[src/rtl/ild_pkg.sv]
// Shared types, constants and decode tables for the x86 instruction length decoder.
// Used by ild_step and the top level; no dependencies.
`timescale 1ns / 1ps
`default_nettype none

package ild_pkg;

   // entry kind flags
   localparam logic [6:0] K_MODRM = 7'h01;
   localparam logic [6:0] K_PLUSR = 7'h02;
   localparam logic [6:0] K_REG   = 7'h04;
   localparam logic [6:0] K_I8    = 7'h08;
   localparam logic [6:0] K_I16   = 7'h10;
   localparam logic [6:0] K_I32   = 7'h20;
   localparam logic [6:0] K_REL   = 7'h40;

   // decode phases
   localparam logic [2:0] PH_PREFIX   = 3'd0;
   localparam logic [2:0] PH_OPCODE   = 3'd1;
   localparam logic [2:0] PH_MODRM    = 3'd2;
   localparam logic [2:0] PH_SIB      = 3'd3;
   localparam logic [2:0] PH_SIB_MOD0 = 3'd4;
   localparam logic [2:0] PH_SKIP     = 3'd5;

   localparam logic [7:0] PFX_OPSIZE = 8'h66;

   typedef struct packed {
      logic [2:0] phase;
      logic [4:0] byte_count;
      logic [3:0] prefix_position;
      logic [3:0] operand_bytes;
      logic [7:0] held_opcode;
      logic [6:0] entry_flags;
      logic [4:0] skip_remaining;
      logic [4:0] reloc_position;
      logic       reloc_seen;
   } ild_state_type;

   typedef struct packed {
      logic       valid;
      logic [4:0] insn_length;
      logic       opcode_known;
      logic       reloc_present;
      logic [4:0] reloc_offset;
   } ild_result_type;

   typedef struct packed {
      logic       hit;
      logic [6:0] kind;
   } ild_lookup_type;

   typedef struct packed {
      logic       hit;
      logic [3:0] idx;
   } ild_prefix_type;

   localparam ild_state_type ILD_START = '{
      phase:           PH_PREFIX,
      byte_count:      5'd0,
      prefix_position: 4'd0,
      operand_bytes:   4'd4,
      held_opcode:     8'h00,
      entry_flags:     7'h00,
      skip_remaining:  5'd0,
      reloc_position:  5'd0,
      reloc_seen:      1'b0
   };

   // Place of a legacy prefix in the accepted order.
   function automatic ild_prefix_type prefix_lookup(input logic [7:0] b);
      ild_prefix_type r;
      r.hit = 1'b1;
      unique case (b)
         8'hF0:   r.idx = 4'd0;
         8'hF2:   r.idx = 4'd1;
         8'hF3:   r.idx = 4'd2;
         8'h2E:   r.idx = 4'd3;
         8'h36:   r.idx = 4'd4;
         8'h3E:   r.idx = 4'd5;
         8'h26:   r.idx = 4'd6;
         8'h64:   r.idx = 4'd7;
         8'h65:   r.idx = 4'd8;
         8'h66:   r.idx = 4'd9;
         8'h67:   r.idx = 4'd10;
         default: begin
            r.hit = 1'b0;
            r.idx = 4'd0;
         end
      endcase
      return r;
   endfunction

   // First matching opcode entry; group opcodes report K_REG.
   function automatic ild_lookup_type opcode_lookup(input logic [7:0] b);
      ild_lookup_type r;
      r.hit = 1'b1;
      unique case (b) inside
         8'h04, 8'h24, 8'h0C, 8'h2C, 8'h34, 8'hA0, 8'hA2, 8'h6A, 8'hA8:
            r.kind = K_I8;
         8'h05, 8'h25, 8'h0D, 8'h2D, 8'h35, 8'h3D, 8'hA1, 8'hA3, 8'h68, 8'hA9:
            r.kind = K_I32;
         8'h80, 8'h81, 8'h83, 8'hFF, 8'hD9, 8'hDD, 8'hDB, 8'hC6, 8'hC7, 8'h8F,
         8'hF6, 8'hF7:
            r.kind = K_MODRM | K_REG;
         [8'h00:8'h03], [8'h08:8'h0B], [8'h20:8'h23], [8'h28:8'h2B], [8'h30:8'h33],
         8'h39, 8'h8D, [8'h88:8'h8C], 8'h8E, 8'h84, 8'h85:
            r.kind = K_MODRM;
         8'hE8, 8'hE9:
            r.kind = K_I32 | K_REL;
         [8'h48:8'h4F], [8'h50:8'h5F]:
            r.kind = K_PLUSR;
         8'hC8:
            r.kind = K_I16 | K_I8;
         8'hC2:
            r.kind = K_I16;
         8'hCC, 8'hC9, 8'h90, 8'hC3:
            r.kind = 7'h00;
         [8'hB0:8'hB7]:
            r.kind = K_PLUSR | K_I8;
         [8'hB8:8'hBF]:
            r.kind = K_PLUSR | K_I32;
         default: begin
            r.hit  = 1'b0;
            r.kind = 7'h00;
         end
      endcase
      return r;
   endfunction

   // Group opcode entry selected by the ModRM reg field.
   function automatic ild_lookup_type group_lookup(input logic [7:0] op, input logic [2:0] reg_f);
      ild_lookup_type r;
      r.hit  = 1'b0;
      r.kind = 7'h00;
      unique case (op)
         8'h80: begin
            r.hit  = (reg_f == 3'd0) || (reg_f == 3'd1) || (reg_f == 3'd4) ||
                     (reg_f == 3'd5) || (reg_f == 3'd6);
            r.kind = K_MODRM | K_REG | K_I8;
         end
         8'h81: begin
            r.hit  = (reg_f == 3'd0) || (reg_f == 3'd1) || (reg_f == 3'd4) ||
                     (reg_f == 3'd5) || (reg_f == 3'd6);
            r.kind = K_MODRM | K_REG | K_I32;
         end
         8'h83: begin
            r.hit  = (reg_f != 3'd2) && (reg_f != 3'd3);
            r.kind = K_MODRM | K_REG | K_I8;
         end
         8'hFF: begin
            r.hit  = (reg_f == 3'd1) || (reg_f == 3'd2) || (reg_f == 3'd4) ||
                     (reg_f == 3'd6);
            r.kind = K_MODRM | K_REG;
         end
         8'hD9, 8'hDD, 8'h8F: begin
            r.hit  = (reg_f == 3'd0);
            r.kind = K_MODRM | K_REG;
         end
         8'hDB: begin
            r.hit  = (reg_f == 3'd5);
            r.kind = K_MODRM | K_REG;
         end
         8'hC6, 8'hF6: begin
            r.hit  = (reg_f == 3'd0);
            r.kind = K_MODRM | K_REG | K_I8;
         end
         8'hC7, 8'hF7: begin
            r.hit  = (reg_f == 3'd0);
            r.kind = K_MODRM | K_REG | K_I32;
         end
         default: begin
            r.hit  = 1'b0;
            r.kind = 7'h00;
         end
      endcase
      return r;
   endfunction

   function automatic logic [4:0] imm_bytes(input logic [6:0] k, input logic [3:0] opb);
      logic [4:0] n;
      n = 5'd0;
      if ((k & K_I8) != 7'h00)  n = n + 5'd1;
      if ((k & K_I16) != 7'h00) n = n + 5'd2;
      if ((k & K_I32) != 7'h00) n = n + {1'b0, opb};
      return n;
   endfunction

endpackage

`default_nettype wire

[src/rtl/ild_step.sv]
// Per-byte decode step: next decoder state and the result for one code byte.
// Depends on ild_pkg for the state/result types and decode tables.
`timescale 1ns / 1ps
`default_nettype none

module ild_step
   import ild_pkg::*;
(
   input  wire logic           long_mode,
   input  wire logic [7:0]     code_byte,
   input  wire ild_state_type  cur,
   output ild_state_type       nxt,
   output ild_result_type      res
);

   ild_prefix_type pfx;
   ild_lookup_type op_lk;
   ild_lookup_type grp_lk;
   ild_state_type  upd;
   logic [4:0]     cnt;
   logic           take_op;
   logic           go_skip;
   logic [4:0]     skip_n;
   logic           do_emit;
   logic           emit_known;
   logic [1:0]     md;
   logic [2:0]     rm;
   logic [6:0]     eff_flags;
   logic [4:0]     disp;
   logic [4:0]     mod_n;

   assign pfx    = prefix_lookup(code_byte);
   assign op_lk  = opcode_lookup(code_byte);
   assign grp_lk = group_lookup(cur.held_opcode, code_byte[5:3]);
   assign md     = code_byte[7:6];
   assign rm     = code_byte[2:0];

   always_comb begin
      upd            = cur;
      cnt            = cur.byte_count + 5'd1;
      upd.byte_count = cnt;
      take_op        = 1'b0;
      go_skip        = 1'b0;
      skip_n         = 5'd0;
      do_emit        = 1'b0;
      emit_known     = 1'b0;
      eff_flags      = cur.entry_flags;
      disp           = 5'd0;
      mod_n          = 5'd0;

      unique case (cur.phase)
         PH_PREFIX: begin
            if (pfx.hit && (pfx.idx >= cur.prefix_position)) begin
               upd.prefix_position = pfx.idx + 4'd1;
               if (code_byte == PFX_OPSIZE) upd.operand_bytes = 4'd2;
            end else if (long_mode && (code_byte[7:4] == 4'h4)) begin
               // REX
               if (code_byte[3]) upd.operand_bytes = 4'd8;
               upd.phase = PH_OPCODE;
            end else begin
               take_op = 1'b1;
            end
         end
         PH_OPCODE: begin
            take_op = 1'b1;
         end
         PH_MODRM: begin
            if ((cur.entry_flags & K_REG) != 7'h00) begin
               eff_flags = grp_lk.kind;
               if (!grp_lk.hit) do_emit = 1'b1;
            end
            if (!do_emit) begin
               upd.entry_flags = eff_flags;
               if (md == 2'd1) disp = 5'd1;
               else if ((md == 2'd2) || ((md == 2'd0) && (rm == 3'd5))) disp = 5'd4;
               // RIP-relative displacement
               if (long_mode && (md == 2'd0) && (rm == 3'd5)) begin
                  upd.reloc_seen     = 1'b1;
                  upd.reloc_position = cnt;
               end
               mod_n = disp + imm_bytes(eff_flags, cur.operand_bytes);
               if ((md != 2'd3) && (rm == 3'd4)) begin
                  upd.skip_remaining = mod_n;
                  upd.phase          = (md == 2'd0) ? PH_SIB_MOD0 : PH_SIB;
               end else begin
                  go_skip = 1'b1;
                  skip_n  = mod_n;
               end
            end
         end
         PH_SIB, PH_SIB_MOD0: begin
            go_skip = 1'b1;
            skip_n  = cur.skip_remaining;
            if ((cur.phase == PH_SIB_MOD0) && (rm == 3'd5)) skip_n = skip_n + 5'd4;
         end
         PH_SKIP: begin
            if (cur.skip_remaining != 5'd0) upd.skip_remaining = cur.skip_remaining - 5'd1;
            if (upd.skip_remaining == 5'd0) begin
               do_emit    = 1'b1;
               emit_known = 1'b1;
            end
         end
         default: begin
            upd = ILD_START;
         end
      endcase

      if (take_op) begin
         if (!op_lk.hit) begin
            do_emit = 1'b1;
         end else if ((op_lk.kind & K_REG) != 7'h00) begin
            upd.held_opcode = code_byte;
            upd.entry_flags = K_MODRM | K_REG;
            upd.phase       = PH_MODRM;
         end else begin
            upd.entry_flags = op_lk.kind;
            if ((op_lk.kind & K_REL) != 7'h00) begin
               upd.reloc_seen     = 1'b1;
               upd.reloc_position = cnt;
            end
            if ((op_lk.kind & K_MODRM) != 7'h00) begin
               upd.phase = PH_MODRM;
            end else begin
               go_skip = 1'b1;
               skip_n  = imm_bytes(op_lk.kind, cur.operand_bytes);
            end
         end
      end

      if (go_skip) begin
         if (skip_n == 5'd0) begin
            do_emit    = 1'b1;
            emit_known = 1'b1;
         end else begin
            upd.skip_remaining = skip_n;
            upd.phase          = PH_SKIP;
         end
      end

      res.valid         = do_emit;
      res.insn_length   = emit_known ? cnt : 5'd0;
      res.opcode_known  = emit_known;
      res.reloc_present = emit_known && upd.reloc_seen;
      res.reloc_offset  = (emit_known && upd.reloc_seen) ? upd.reloc_position : 5'd0;

      nxt = do_emit ? ILD_START : upd;
   end

endmodule

`default_nettype wire

[src/rtl/x86_instruction_length_decoder_unit.sv]
// A byte is registered on accept and decoded from the input register; the result register
// takes the instruction's result when the step for its last byte advances.
// Throughput: one code byte per cycle; the only stall is a full result register.
// Reset (synchronous, active high) clears the pipeline valids, the decode state to the
// prefix scan, and long_mode to 0.
// Top level: input register, ild_step decode logic, result register. Uses ild_pkg.
`timescale 1ns / 1ps
`default_nettype none

module x86_instruction_length_decoder_unit
   import ild_pkg::*;
(
   input  wire logic        clock,
   input  wire logic        reset,
   // request: [7:0] code_byte
   input  wire logic        req_tvalid,
   output logic             req_tready,
   input  wire logic [7:0]  req_tdata,
   // result: [4:0] insn_length, [5] opcode_known, [6] reloc_present,
   //         [11:7] reloc_offset, [15:12] zero
   output logic             rsp_tvalid,
   input  wire logic        rsp_tready,
   output logic [15:0]      rsp_tdata,
   input  wire logic        csr_wr_en,
   input  wire logic        csr_wr_data
);

   logic           in_valid_ff;
   logic [7:0]     in_byte_ff;
   ild_state_type  state_ff;
   ild_state_type  state_in;
   ild_result_type step_res;
   logic           long_mode_ff;
   logic           rsp_valid_ff;
   logic [15:0]    rsp_data_ff;
   logic           advance;

   assign advance    = in_valid_ff && (!rsp_valid_ff || rsp_tready);
   assign req_tready = !in_valid_ff || advance;

   ild_step u_step (
      .long_mode (long_mode_ff),
      .code_byte (in_byte_ff),
      .cur       (state_ff),
      .nxt       (state_in),
      .res       (step_res)
   );

   always_ff @(posedge clock) begin
      if (reset) begin
         long_mode_ff <= 1'b0;
      end else if (csr_wr_en) begin
         long_mode_ff <= csr_wr_data;
      end
   end

   always_ff @(posedge clock) begin
      if (reset) begin
         in_valid_ff <= 1'b0;
      end else if (req_tready) begin
         in_valid_ff <= req_tvalid;
      end
   end

   always_ff @(posedge clock) begin
      if (req_tready && req_tvalid) begin
         in_byte_ff <= req_tdata;
      end
   end

   always_ff @(posedge clock) begin
      if (reset) begin
         state_ff <= ILD_START;
      end else if (advance) begin
         state_ff <= state_in;
      end
   end

   always_ff @(posedge clock) begin
      if (reset) begin
         rsp_valid_ff <= 1'b0;
      end else if (advance && step_res.valid) begin
         rsp_valid_ff <= 1'b1;
      end else if (rsp_tready) begin
         rsp_valid_ff <= 1'b0;
      end
   end

   always_ff @(posedge clock) begin
      if (advance && step_res.valid) begin
         rsp_data_ff <= {4'h0, step_res.reloc_offset, step_res.reloc_present,
                         step_res.opcode_known, step_res.insn_length};
      end
   end

   assign rsp_tvalid = rsp_valid_ff;
   assign rsp_tdata  = rsp_data_ff;

   // unknown opcode reports all-zero fields
   a_unknown_zero: assert property (@(posedge clock) disable iff (reset)
      (rsp_tvalid && !rsp_tdata[5]) |-> (rsp_tdata == 16'h0000))
      else $error("unknown opcode result carries nonzero fields");

   // a known result with a reloc has its reloc offset inside the instruction
   a_known_len: assert property (@(posedge clock) disable iff (reset)
      (rsp_tvalid && rsp_tdata[5] && rsp_tdata[6]) |-> (rsp_tdata[11:7] < rsp_tdata[4:0]))
      else $error("reloc offset outside instruction");

   // past the prefix scan at least one byte has been counted
   a_count: assert property (@(posedge clock) disable iff (reset)
      (state_ff.phase != PH_PREFIX) |-> (state_ff.byte_count != 5'd0))
      else $error("decode phase advanced without a byte");

   // operand size is 2, 4 or 8
   a_opsize: assert property (@(posedge clock) disable iff (reset)
      $onehot(state_ff.operand_bytes) && !state_ff.operand_bytes[0])
      else $error("bad operand size");

   // a pending result is never overwritten by the decode step
   a_no_overwrite: assert property (@(posedge clock) disable iff (reset)
      (rsp_valid_ff && !rsp_tready) |=> (rsp_valid_ff && $stable(rsp_data_ff)))
      else $error("result overwritten while stalled");

endmodule

`default_nettype wire

[config.mk]
export PLATFORM = sky130hd
export DESIGN_NAME = x86_instruction_length_decoder_unit
export DESIGN_NICKNAME = d
export VERILOG_FILES = /design/src/rtl/ild_pkg.sv /design/src/rtl/ild_step.sv /design/src/rtl/x86_instruction_length_decoder_unit.sv
export SDC_FILE = /design/constraint.sdc
export NUM_CORES = 1
export LEC_CHECK = 0
export BUFFER_PORTS_ARGS = -buffer_cell sky130_fd_sc_hd__buf_2
export CORE_MARGIN = 5
export CORE_UTILIZATION = 40
export DETAILED_ROUTE_END_ITERATION = 16
export PLACE_DENSITY_LB_ADDON = 0.05
export SETUP_SLACK_MARGIN = 0.4
export SLEW_MARGIN = 20
export SYNTH_ARGS = -nofsm -noshare
export SYNTH_HDL_FRONTEND = slang
export SYNTH_HIERARCHICAL = 1
export SYNTH_SLANG_ARGS = --single-unit
[constraint.sdc]
create_clock -name clock -period 7.3 [get_ports clock]
set_input_delay 0 -clock clock [delete_from_list [all_inputs] [get_ports clock]]
set_output_delay 0 -clock clock [all_outputs]
set_load 0.02 [all_outputs]
== Yosys cells after proc, flatten, opt, wreduce, memory -nomap -nowiden ==
Cells that the tools add are included.

* Flip-flop bits (word level): 65
* Bits of input ports: 14
* Word-level logic and storage cells: 298

* $add $sub $neg: 9
* $lt $le $gt $ge: 21
* Equal/unequal tests: 90
* Mux-type cells: 102
* Reduce and logical (&&, ||, !) cells: 60

{| class="wikitable"
|+ Operators with widths
! cell !! count
|-
| == test 8 bit, second input constant || 45
|-
| two-way mux 5 bit || 34
|-
| == test 8 x 6 -> 1 bit, second input constant || 12
|-
| case mux 7 bit (10 select lines) || 1
|-
| case mux 8 bit (8 select lines) || 1
|-
| OR reduction 54 bit || 1
|-
| == test 8 x 7 -> 1 bit, second input constant || 6
|-
| two-way mux 42 bit || 1
|-
| case mux 4 bit (10 select lines) || 1
|-
| two-way mux 3 bit || 12
|-
| two-way mux 15 bit || 2
|-
| two-way mux 6 bit || 5
|-
| two-way mux 1 bit || 25
|-
| greater-or-equal comparator 8 x 6 -> 1 bit, second input constant || 3
|-
| greater-or-equal comparator 8 bit, second input constant || 3
|-
| <= comparator 8 x 6 -> 1 bit, second input constant || 3
|-
| <= comparator 8 bit, second input constant || 3
|-
| logical AND 1 bit || 22
|-
| OR reduction 11 bit || 2
|-
| == test 3 bit, second input constant || 7
|-
| two-way mux 7 bit || 3
|-
| two-way mux 4 bit || 5
|-
| two-way mux 18 bit || 1
|-
| == test 8 x 3 -> 1 bit, second input constant || 2
|-
| 52 further kinds || 82
|}

== Logic depth before layout (Yosys ltp) ==
Gate-level depths: netlist of the first run.

* Word-level depth: 32
* Mapped depth: 26

== Modules after synthesis ==
Netlist of the first run, hierarchy kept.

{| class="wikitable"
|+ Modules (own cells, without submodules)
! module !! times used !! cells each !! area each (um^2) !! sequential area each (um^2)
|-
| ild_step || 1 || 557 || 3513.4 || 0.0
|-
| x86_instruction_length_decoder_unit || 1 || 222 || 2675.1 || 1501.4
|}

== Least setup slack after synthesis of the first run ==
No wires, ideal clock.

* Path type: register to register
* From: register state_ff[20] in the netlist's numbering
* To: register rsp_data_ff[0] (netlist: rsp_tdata[0]) (enable)
* Setup time: 0.380 ns
* Data arrival time: 4.797 ns
* Slack: 2.123 ns
* Stages on the path, launching flop included: 27
* Cell sequence: dfxtp_1 -> clkbuf_1 -> xor2_1 -> nor3_1 -> a21oi_1 -> a21oi_1 -> o31ai_1 -> o22ai_1 -> ha_1 -> fa_1 -> xor2_1 -> and2_1 -> ha_1 -> a21oi_1 -> nor2_1 -> a22oi_1 -> a21boi_2 -> a31oi_1 -> o31a_1 -> buf_6 -> o31a_4 -> a31oi_4 -> inv_2 -> or2_2 -> buf_4 -> nand2_1 -> nor2_1

* Longest elaborated chain between the ends: 28
* Elaborated cells between the ends (all ways): 53
* Classes of those cells: add/sub (3); eq/ne (12); mux (33); reduce/logical (5)

{| class="wikitable"
|+ RTL lines
! what !! line !! RTL
|-
| start, declared || x86_instruction_length_decoder_unit.sv:30 || <nowiki>ild_state_type state_ff;</nowiki>
|-
| start signal, assigned || x86_instruction_length_decoder_unit.sv:75 || <nowiki>state_ff <= state_in;</nowiki>
|-
| == test 8 bit || ild_pkg.sv:135 || <nowiki>unique case (op)</nowiki>
|-
| OR reduction 3 bit or OR reduction 2 bit (tied branches) || ild_pkg.sv:135 ||
|-
| case mux 8 bit (8 select lines) (*) || ild_pkg.sv:135 ||
|-
| two-way mux 7 bit || ild_step.sv:68 || <nowiki>if ((cur.entry_flags & K_REG) != 7'h00) begin</nowiki>
|-
| two-way mux 7 bit || ild_step.sv:51 || <nowiki>unique case (cur.phase)</nowiki>
|-
| two-way mux 1 bit || ild_pkg.sv:182 || <nowiki>if ((k & K_I8) != 7'h00) n = n + 5'd1;</nowiki>
|-
| two-way mux 5 bit || ild_step.sv:72 || <nowiki>if (!do_emit) begin</nowiki>
|-
| two-way mux 5 bit || ild_step.sv:51 ||
|-
| (+13 left out) || - ||
|-
| two-way mux 5 bit || ild_step.sv:111 || <nowiki>end else if ((op_lk.kind & K_REG) != 7'h00) begin</nowiki>
|-
| two-way mux 5 bit || ild_step.sv:109 || <nowiki>if (!op_lk.hit) begin</nowiki>
|-
| two-way mux 5 bit || ild_step.sv:108 || <nowiki>if (take_op) begin</nowiki>
|-
| logical NOT 5 bit || ild_step.sv:131 || <nowiki>if (skip_n == 5'd0) begin</nowiki>
|-
| two-way mux 1 bit || ild_step.sv:131 ||
|-
| two-way mux 1 bit (*) || ild_step.sv:130 || <nowiki>if (go_skip) begin</nowiki>
|-
| via u_step.do_emit || ild_step.sv:24 || <nowiki>logic do_emit;</nowiki>
|-
| logical AND 1 bit (*) || x86_instruction_length_decoder_unit.sv:90 || <nowiki>if (advance && step_res.valid) begin</nowiki>
|-
| end signal, assigned || x86_instruction_length_decoder_unit.sv:91 || <nowiki>rsp_data_ff <= {4'h0, step_res.reloc_offset, step_res.reloc_present,</nowiki>
|-
| end, declared || x86_instruction_length_decoder_unit.sv:35 || <nowiki>logic [15:0] rsp_data_ff;</nowiki>
|}

Mark *: on every way through the listed nets, which the timed path passes. The rest lies on a longest branch. The select of a mux whose other input is x is not followed.
A chain may end at the register's enable or synchronous reset.

==> results of run 1 <==
## registers in the layout, summed over array words and instances, names as in the netlist
name,flops
in_byte_ff,8
in_valid_ff,1
long_mode_ff,1
rsp_tdata,12
rsp_tvalid,1
state_ff,39
## routing by layer
layer	track usage, %	vias to the layer above
met5	0	-
met4	7.39	0
met3	2.62	35
met2	34.6	144
met1	26.9	2733
li1	-	2764
## worst min-delay path, cell delays in order
cell	delay (ns)
buf_2	0.10
nor2b_4	0.06
a21oi_1	0.14
nor2_1	0.04
## worst max path at each step
stage               slack [ns]            end
floorplan                 2.12   rsp_tdata[0]
global placement          1.44   rsp_tdata[5]
detailed placement        1.25  rsp_tdata[11]
CTS                       1.22   rsp_tdata[5]
global route              0.62   rsp_tdata[5]
finish                    1.15   rsp_tdata[5]
## metrics by stage
step / total power [mW] / setup WS, ns / hold slack, ns / util, %
floorplan: 0.580 / 2.12 / 0.0989 / -
global placement: 0.627 / 1.44 / 0.176 / 41.5
detailed placement: 0.629 / 1.25 / 0.179 / 41.5
CTS: 1.08 / 1.22 / 0.0375 / 44.4
global route: 1.12 / 0.616 / 0.0629 / 44.4
finish: 1.07 / 1.15 / 0.0508 / 44.4
## cell type report
cell class / count / area [µm²]
repair buffers: 46 / 308
inverters: 29 / 109
multi-input cells: 607 / 4100
clock inverters: 7 / 81.3
well taps: 184 / 230
clock buffers: 9 / 225
flip-flops and latches: 62 / 1440
fillers: 1469 / 8150
## layout by cell type, fill, tap and decap left out, types with 4 or more instances in the layout
cell type / n
a211oi_1: 10
dfxtp_1: 42
nand2b_1: 86
or3_1: 4
and2_1: 10
xor2_1: 8
a22oi_1: 11
a32oi_1: 9
nor4_2: 11
mux2i_1: 43
nand3_1: 23
o211ai_1: 5
edfxtp_1: 20
nand4_1: 13
nor2_1: 48
conb_1: 4
nand2_1: 41
o21a_1: 5
a31oi_1: 11
a21oi_1: 47
o22ai_1: 5
xnor2_1: 4
buf_4: 9
nand3b_1: 5
nor4_1: 8
clkbuf_16: 9
a311oi_1: 7
dlygate4sd3_1: 11
a21o_1: 5
inv_1: 27
and3_1: 8
o21ai_0: 29
nor2b_1: 16
nor3_1: 35
buf_2: 26
o31ai_1: 4
nor3b_1: 18
ha_1: 19
## power by group
group	total, mW	internal [mW]	switching [mW]	leakage, nW
Combinational	0.237	0.0811	0.156	1.63
Sequential	0.391	0.369	0.0218	0.531
Clock	0.444	0.268	0.175	0.147
==> results_dict.tcl, run 1 <==
set metrics [dict create \
    hold_buffers 11 \
    ys.warnings.count 6 \
    die_y_um 133 \
    cts_buffer_depth 2 \
    crit_fanout 29 \
    antenna_left 0 \
    max_freq_ghz 0.163 \
    cpPeakStageDelay_ns 0.73 \
    placedInstanceArea_um2 6080 \
    syn_area_um2 6020 \
    wl_mm 18.0 \
    worstHoldEndpoint "in_valid_ff" \
    cts-buffers-inserted 9 \
    cp.depth 20 \
    io_buffers 27 \
    rsz0062_at_grt "false" \
    wl_met2_mm 8.53 \
    clock_latency_ns 0.34 \
    dp_hpwl_mm 13.0 \
    htree_levels 3 \
    powerDensity_nw_per_um2 165 \
    dpl.cell_count 917 \
    worstPathCellList "nor2b_1 > nand4_1 > nor2_1 > a21oi_1 > o21ai_0 > inv_1 > ha_1 > nand2b_1 > a2111oi_0 > nor3_1 > o21a_1 > o21a_1 > o311ai_0 > a21oi_2 > a31oi_4 > inv_2 > or2_2 > nand2_1 > nor2_1 > buf_4" \
    area_growth_pct 7.98 \
    post_cts_resized 0 \
    grt_pass1_wl_mm 29.7 \
    netlist_instances 760 \
    hold_depth 4 \
    cts_tree "built" \
    num_vias 5676 \
    clock_skew_ns 0.00455 \
    critPathTopFamily "compound AO/OA/AOI/OAI gates" \
    status "finished clean" \
    reg2reg_slack_ns 1.15 \
    grt_use_total_pct 20.5 \
    wl_met1_mm 8.36 \
    critPathArrivalTime_ns 6.24 \
    setup_viol 0 \
    cts_root_buf "clkbuf_16" \
    antenna_found_initial 0 \
    fin_setup_tns_ns 0 \
    nets 790 \
    drt-pass1-iter-count 5 \
    initial_core_util_pct 41.1 \
    critPathLaunch "in_byte_ff[7]" \
    critPathLaunchType "flop" \
    gp_congestion 0.933 \
    grt_max_degree 82 \
    clk_pin_slew_ns 0.06 \
    fin_cells 944 \
    drc 0 \
    dr.first_iter.drc_count 354 \
    required_ns 7.39 \
    grt_overflow 0 \
    vdd_drop_max_uv 122 \
    row_count 44 \
    finalHoldViolCount 0 \
    drive_gt1_share_pct 10.7 \
    p_leak_nw 2.30 \
    tightest_slew_ns 1.14 \
    r2r_start "in_byte_ff[7]" \
    reg2regPathDepth 20 \
    antenna_cells 0 \
    cap_violations 0 \
    relSlewSlack_pct 24.0 \
    drv_slew 0 \
    path_buf_inv 3 \
    grt_pass1_vias 5612 \
    critPathSlowestCell "o311ai_0" \
    fin_area_um2 6500 \
    min_from "rsp_tready" \
    numClockSinks 62 \
    die_area_um2 17600 \
    cts_setup_buffers 0 \
    core_um2 14600 \
    ioPinCount 32 \
    avgSynthCellArea_um2 7.92 \
    routed_via_density 6.01 \
    dr_wl_met3_um 699 \
    wl_per_cell_um 19.1 \
    crit_type "flop to flop" \
    die_x_um 133 \
    final.period_utilization_pct 84.2 \
    hp-class "input pin to flop" \
    min_period_ns 6.15 \
    end_kind "flop" \
    rr_endpoint "rsp_tdata[5]" \
    routed.top_layer "met4" \
]
Note: power is estimated with default switching activity, not from simulation.
==> run 2, diff against run 1 <==
==> constraint.sdc (replaced) <==
create_clock -name clock -period 5 [get_ports clock]
set_input_delay 0 -clock clock [delete_from_list [all_inputs] [get_ports clock]]
set_output_delay 0 -clock clock [all_outputs]
set_load 0.02 [all_outputs]
==> results_dict.tcl, run 2 (synthesis results as in run 1) <==
set metrics [dict create \
    rsz0062_at_grt "true" \
    end_kind "flop" \
    grt_pass1_vias 5614 \
    core_um2 14600 \
    grt_overflow 0 \
    cts-buffers-inserted 9 \
    min_period_ns 4.70 \
    power_mw 1.68 \
    numClockSinks 62 \
    dr.first_iter.drc_count 440 \
    vdd_drop_max_uv 276 \
    regMostFlops "state_ff" \
    critPathArrivalTime_ns 4.75 \
    clk_pin_slew_ns 0.05 \
    fillers 1434 \
    hp-class "input pin to flop" \
    crit_type "flop to flop" \
    preCtsSetupSlack_ns 0.145 \
    antenna_found_initial 0 \
    die_y_um 133 \
    gp_congestion 0.955 \
    mostFrequentLayoutCells "nand2b_1 (86), buf_4 (52), nor2_1 (44), a21oi_1 (44), mux2i_1 (43)" \
    die_area_um2 17600 \
    crit_fanout 10 \
    antenna_left 0 \
    num_vias 5833 \
    max_freq_ghz 0.213 \
    critPathLaunchType "flop" \
    cpPeakStageDelay_ns 0.56 \
    dpl.cell_count 950 \
    io_buffers 27 \
    required_ns 5.05 \
    largest_reg_flops 39 \
    nets 842 \
    antenna_cells 0 \
    cts_buffer_depth 2 \
    grt_use_total_pct 21.0 \
    fin_cells 996 \
    p_leak_nw 2.64 \
    initial_core_util_pct 41.1 \
    row_count 44 \
    worstPathCellList "or4b_4 > nor3_4 > a21oi_1 > a21oi_1 > o31ai_2 > o22ai_2 > ha_2 > fa_2 > a21o_1 > ha_2 > a21oi_4 > nor2_2 > a22oi_2 > a21boi_2 > a31oi_1 > o31a_1 > o31a_4 > a31oi_4 > inv_4 > or2_4 > nand2_4 > nor2_4 > buf_12" \
    grt_max_degree 82 \
    cap_violations 0 \
    area_growth_pct 22.5 \
    clock_latency_ns 0.34 \
    powerDensity_nw_per_um2 228 \
    grt_pass1_wl_mm 30.2 \
    wl_per_cell_um 19.2 \
    drive_gt1_share_pct 23.2 \
    critPathSlowestCell "or4b_4" \
    drt-pass1-iter-count 5 \
    setup_viol 0 \
    setup_slack_ns 0.300 \
    relSlewSlack_pct 29.6 \
    clock_skew_ns 0.0103 \
    dp_hpwl_mm 13.4 \
    cts_root_buf "clkbuf_16" \
    status "finished clean" \
    ioPinCount 32 \
    finalHoldViolCount 0 \
    cts_tree "built" \
    tightest_slew_ns 1.05 \
    routed_via_density 5.86 \
    drv_slew 0 \
    final_common_cell "nand2b_1" \
    htree_levels 3 \
    wl_mm 19.1 \
    die_x_um 133 \
    drc 0 \
    fin_setup_tns_ns 0 \
    final.period_utilization_pct 94.0 \
]
-- run 2: cell types whose count changed in the layout (fill, tap and decap cells not counted), moves of 5 or more --
| cell | change |
|---|---|
| buf_4 | +43 |
| nor3_1 | -17 |
| nor3_4 | +11 |
| buf_12 | +6 |
| nor3_2 | +6 |
| a211oi_1 | -5 |
| a211oi_2 | +5 |
-- run 2: final cells by class --
| type | count | area, µm² | share of cell area, % |
|---|---|---|---|
| Multi-Input combinational cell | 607 | 4490 | 61.0 |
| Sequential cell | 62 | 1450 | 19.6 |
| Timing Repair Buffer | 98 | 798 | 10.8 |
| Tap cell | 184 | 230 | 3.12 |
| Clock buffer | 9 | 225 | 3.06 |
| Inverter | 29 | 111 | 1.51 |
| Clock inverter | 7 | 63.8 | 0.866 |
-- run 2: metrics by stage --
stage | hold WS (ns) | utilization, % | instance area, µm²
after global placement | 0.179 | 43.6 | 6390
after floorplan | 0.0989 | - | 6080
final | 0.0696 | 50.3 | 7370
after detailed placement | 0.178 | 43.6 | 6390
after CTS | 0.0473 | 47.1 | 6900
after global routing | 0.0958 | 50.3 | 7370
-- run 2: worst paths after layout --
kind | from | end | slack [ns] | depth (start not counted)
min | rsp_tready | in_valid_ff | 0.07 | 4
min reg2reg | state_ff[5] | state_ff[5] | 0.48 | 2
max | state_ff[22] | rsp_tdata[6] | 0.30 | 23
max reg2reg | state_ff[22] | rsp_tdata[6] | 0.30 | 23
-- run 2: report_power, final --
| group | internal, mW | switching (mW) | leakage, nW | total, mW |
|---|---|---|---|---|
| clock | 0.382 | 0.233 | 0.141 | 0.614 |
| combinational | 0.199 | 0.312 | 1.97 | 0.510 |
| sequential | 0.539 | 0.0183 | 0.533 | 0.557 |
-- run 2: worst max-delay path, delay by kind of cell, from the launching register on --
family,cells,cell delay (ns)
compound gates,12,1.75
flops,1,0.31
fa+ha+maj,3,0.90
buf+inv,2,0.26
simple gates,6,1.18
-- run 2: metal layers --
metal / track usage (%) / vias to the layer above / wire length (µm)
met5: 0 / - / 0
met4: 7.85 / 0 / 488
met3: 3.57 / 35 / 796
met2: 33.9 / 162 / 9070
met1: 28.0 / 2771 / 8740
li1: - / 2865 / -
-- run 2: repair_timing --
action,4_1_cts,5_1_grt
hold endpoints to repair,10,0
hold buffers,11,0
setup endpoints to repair,44,64
gates cloned,0,2
setup buffers,8,9
gates resized for setup,10,70
pin swaps,4,10
==> run 3, diff against run 2 <==
==> constraint.sdc (replaced) <==
create_clock -name clock -period 4.5 [get_ports clock]
set_input_delay 0 -clock clock [delete_from_list [all_inputs] [get_ports clock]]
set_output_delay 0 -clock clock [all_outputs]
set_load 0.02 [all_outputs]
==> results_dict.tcl, run 3 (synthesis results as in run 1) <==
set metrics [dict create \
    status "finished with violations" \
    violations "setup timing" \
    powerDensity_nw_per_um2 254 \
    dpl.cell_count 1005 \
    clock_skew_ns 0.00796 \
    critPathArrivalTime_ns 4.69 \
    preCtsSetupSlack_ns -0.277 \
    wl_mm 19.7 \
    critPathSlowestCell "or4b_4" \
    grt_max_degree 82 \
    drv_slew 0 \
    numClockSinks 62 \
    max_freq_ghz 0.216 \
    fin_cells 1054 \
    final.period_utilization_pct 103 \
    drt-pass1-iter-count 5 \
    worstPathCellList "or4b_4 > nor3_4 > a21oi_2 > a21oi_2 > o31ai_2 > o22ai_1 > buf_4 > ha_4 > fa_2 > a21o_1 > ha_2 > a21oi_4 > nor2_1 > a22oi_2 > a21boi_2 > a31oi_1 > o31a_1 > o31a_4 > a31oi_4 > inv_4 > or2_4 > nand2_4 > nor2_4 > buf_12" \
    vdd_drop_max_uv 198 \
    regMostFlops "state_ff" \
    num_vias 6181 \
    crit_type "flop to flop" \
    antenna_left 0 \
    cts-buffers-inserted 9 \
    crit_fanout 12 \
    p_leak_nw 2.97 \
    setup_slack_ns -0.132 \
    core_um2 14600 \
    die_x_um 133 \
    drc 0 \
    end_kind "flop" \
    tightest_slew_ns 1.10 \
    die_area_um2 17600 \
    required_ns 4.56 \
    final_common_cell "buf_4" \
    min_period_ns 4.63 \
    gp_congestion 0.891 \
    drive_gt1_share_pct 28.7 \
    io_buffers 27 \
    finalHoldViolCount 0 \
    largest_reg_flops 39 \
    path_buf_inv 3 \
    row_count 44 \
    die_y_um 133 \
    antenna_found_initial 0 \
    wl_per_cell_um 18.7 \
    cts_root_buf "clkbuf_16" \
    nets 900 \
    dp_hpwl_mm 14.0 \
    power_mw 2.03 \
    ioPinCount 32 \
    cap_violations 0 \
    routed_via_density 5.86 \
    hp-class "input pin to flop" \
    rsz0062_at_grt "true" \
    mostFrequentLayoutCells "buf_4 (106), nand2b_1 (86), nor2_1 (46), mux2i_1 (43)" \
    cts_tree "built" \
    setup_viol 37 \
    initial_core_util_pct 41.1 \
    grt_pass1_wl_mm 31.0 \
    crit_top_cell "a21oi_2" \
    critPathTopFamily "compound AO/OA/AOI/OAI gates" \
    critPathLaunchType "flop" \
    area_growth_pct 32.8 \
    cpPeakStageDelay_ns 0.55 \
    clock_latency_ns 0.35 \
    clk_pin_slew_ns 0.06 \
    grt_use_total_pct 21.6 \
    hold_slack_ns 0.0567 \
    htree_levels 3 \
    grt_pass1_vias 5980 \
    grt_overflow 0 \
    antenna_cells 0 \
    relSlewSlack_pct 26.0 \
    dr.first_iter.drc_count 419 \
    cts_buffer_depth 2 \
]
[run 3: changes by cell type in the layout (fill, tap and decap cells not counted), moves of 4 or more]
cell | before | now
nor3b_1 | 16 | 10
a211oi_2 | 5 | 1
nor4_4 | 3 | 7
nor3b_2 | 2 | 7
buf_4 | 52 | 106
[run 3: layout make-up]
type / instances / area (µm²)
repair buffers: 156 / 1260
fillers: 1379 / 6650
inverters: 29 / 111
well taps: 184 / 230
multi-input cells: 607 / 4620
clock buffers: 9 / 225
flip-flops and latches: 62 / 1440
clock inverters: 7 / 97.6
[run 3: worst register-to-register path, delay by kind of cell, from the launching register on]
family | cells | cell delay, ns
AO/OA/AOI/OAI | 12 | 1.63
adder cells (fa/ha/maj) | 3 | 0.78
buffers and inverters | 3 | 0.44
AND/OR/NAND/NOR | 6 | 1.19
flip-flops | 1 | 0.31
[run 3: power breakdown]
group,total [mW],internal (mW),switching (mW)
combinational,0.649,0.275,0.374
clock,0.764,0.486,0.278
sequential,0.620,0.599,0.0208
total,2.03,1.36,0.672
[run 3: routing by layer]
layer  GRT usage, %  vias to the layer above  share of wire (%)
li1               -                     2982                  -
met1           27.7                     3038                 46
met2           37.2                      136                 49
met3           4.14                       25                3.6
met4           6.00                        0                1.4
met5              0                        -                  0
[run 3: worst paths after layout]
check                             startpoint            to  slack [ns]  depth (start not counted)
worst max register to register  state_ff[22]  rsp_tdata[2]       -0.13                         24
worst min register to register   state_ff[5]   state_ff[5]        0.49                          2
worst min-delay path              rsp_tready    rsp_tvalid        0.06                          4
worst max-delay path            state_ff[22]  rsp_tdata[2]       -0.13                         24
[run 3: timing repair]
item,4_1_cts,5_1_grt
pin swaps,18,15
endpoints found under the setup margin,64,64
gates cloned,0,1
hold buffers,11,0
gates resized for setup,46,41
setup buffers,11,10
endpoints found under the hold margin,10,0
[run 3: per-stage QoR]
stage | utilization [%] | area, µm² | setup TNS [ns]
3_3_place_gp | 47.0 | 6880 | -2.83
4_1_cts | 52.2 | 7640 | -6.47
3_5_place_dp | 47.0 | 6880 | -9.21
5_1_grt | 54.6 | 8000 | -16.83
6_report | 54.6 | 8000 | -3.08
2_1_floorplan | - | 6130 | -2.57
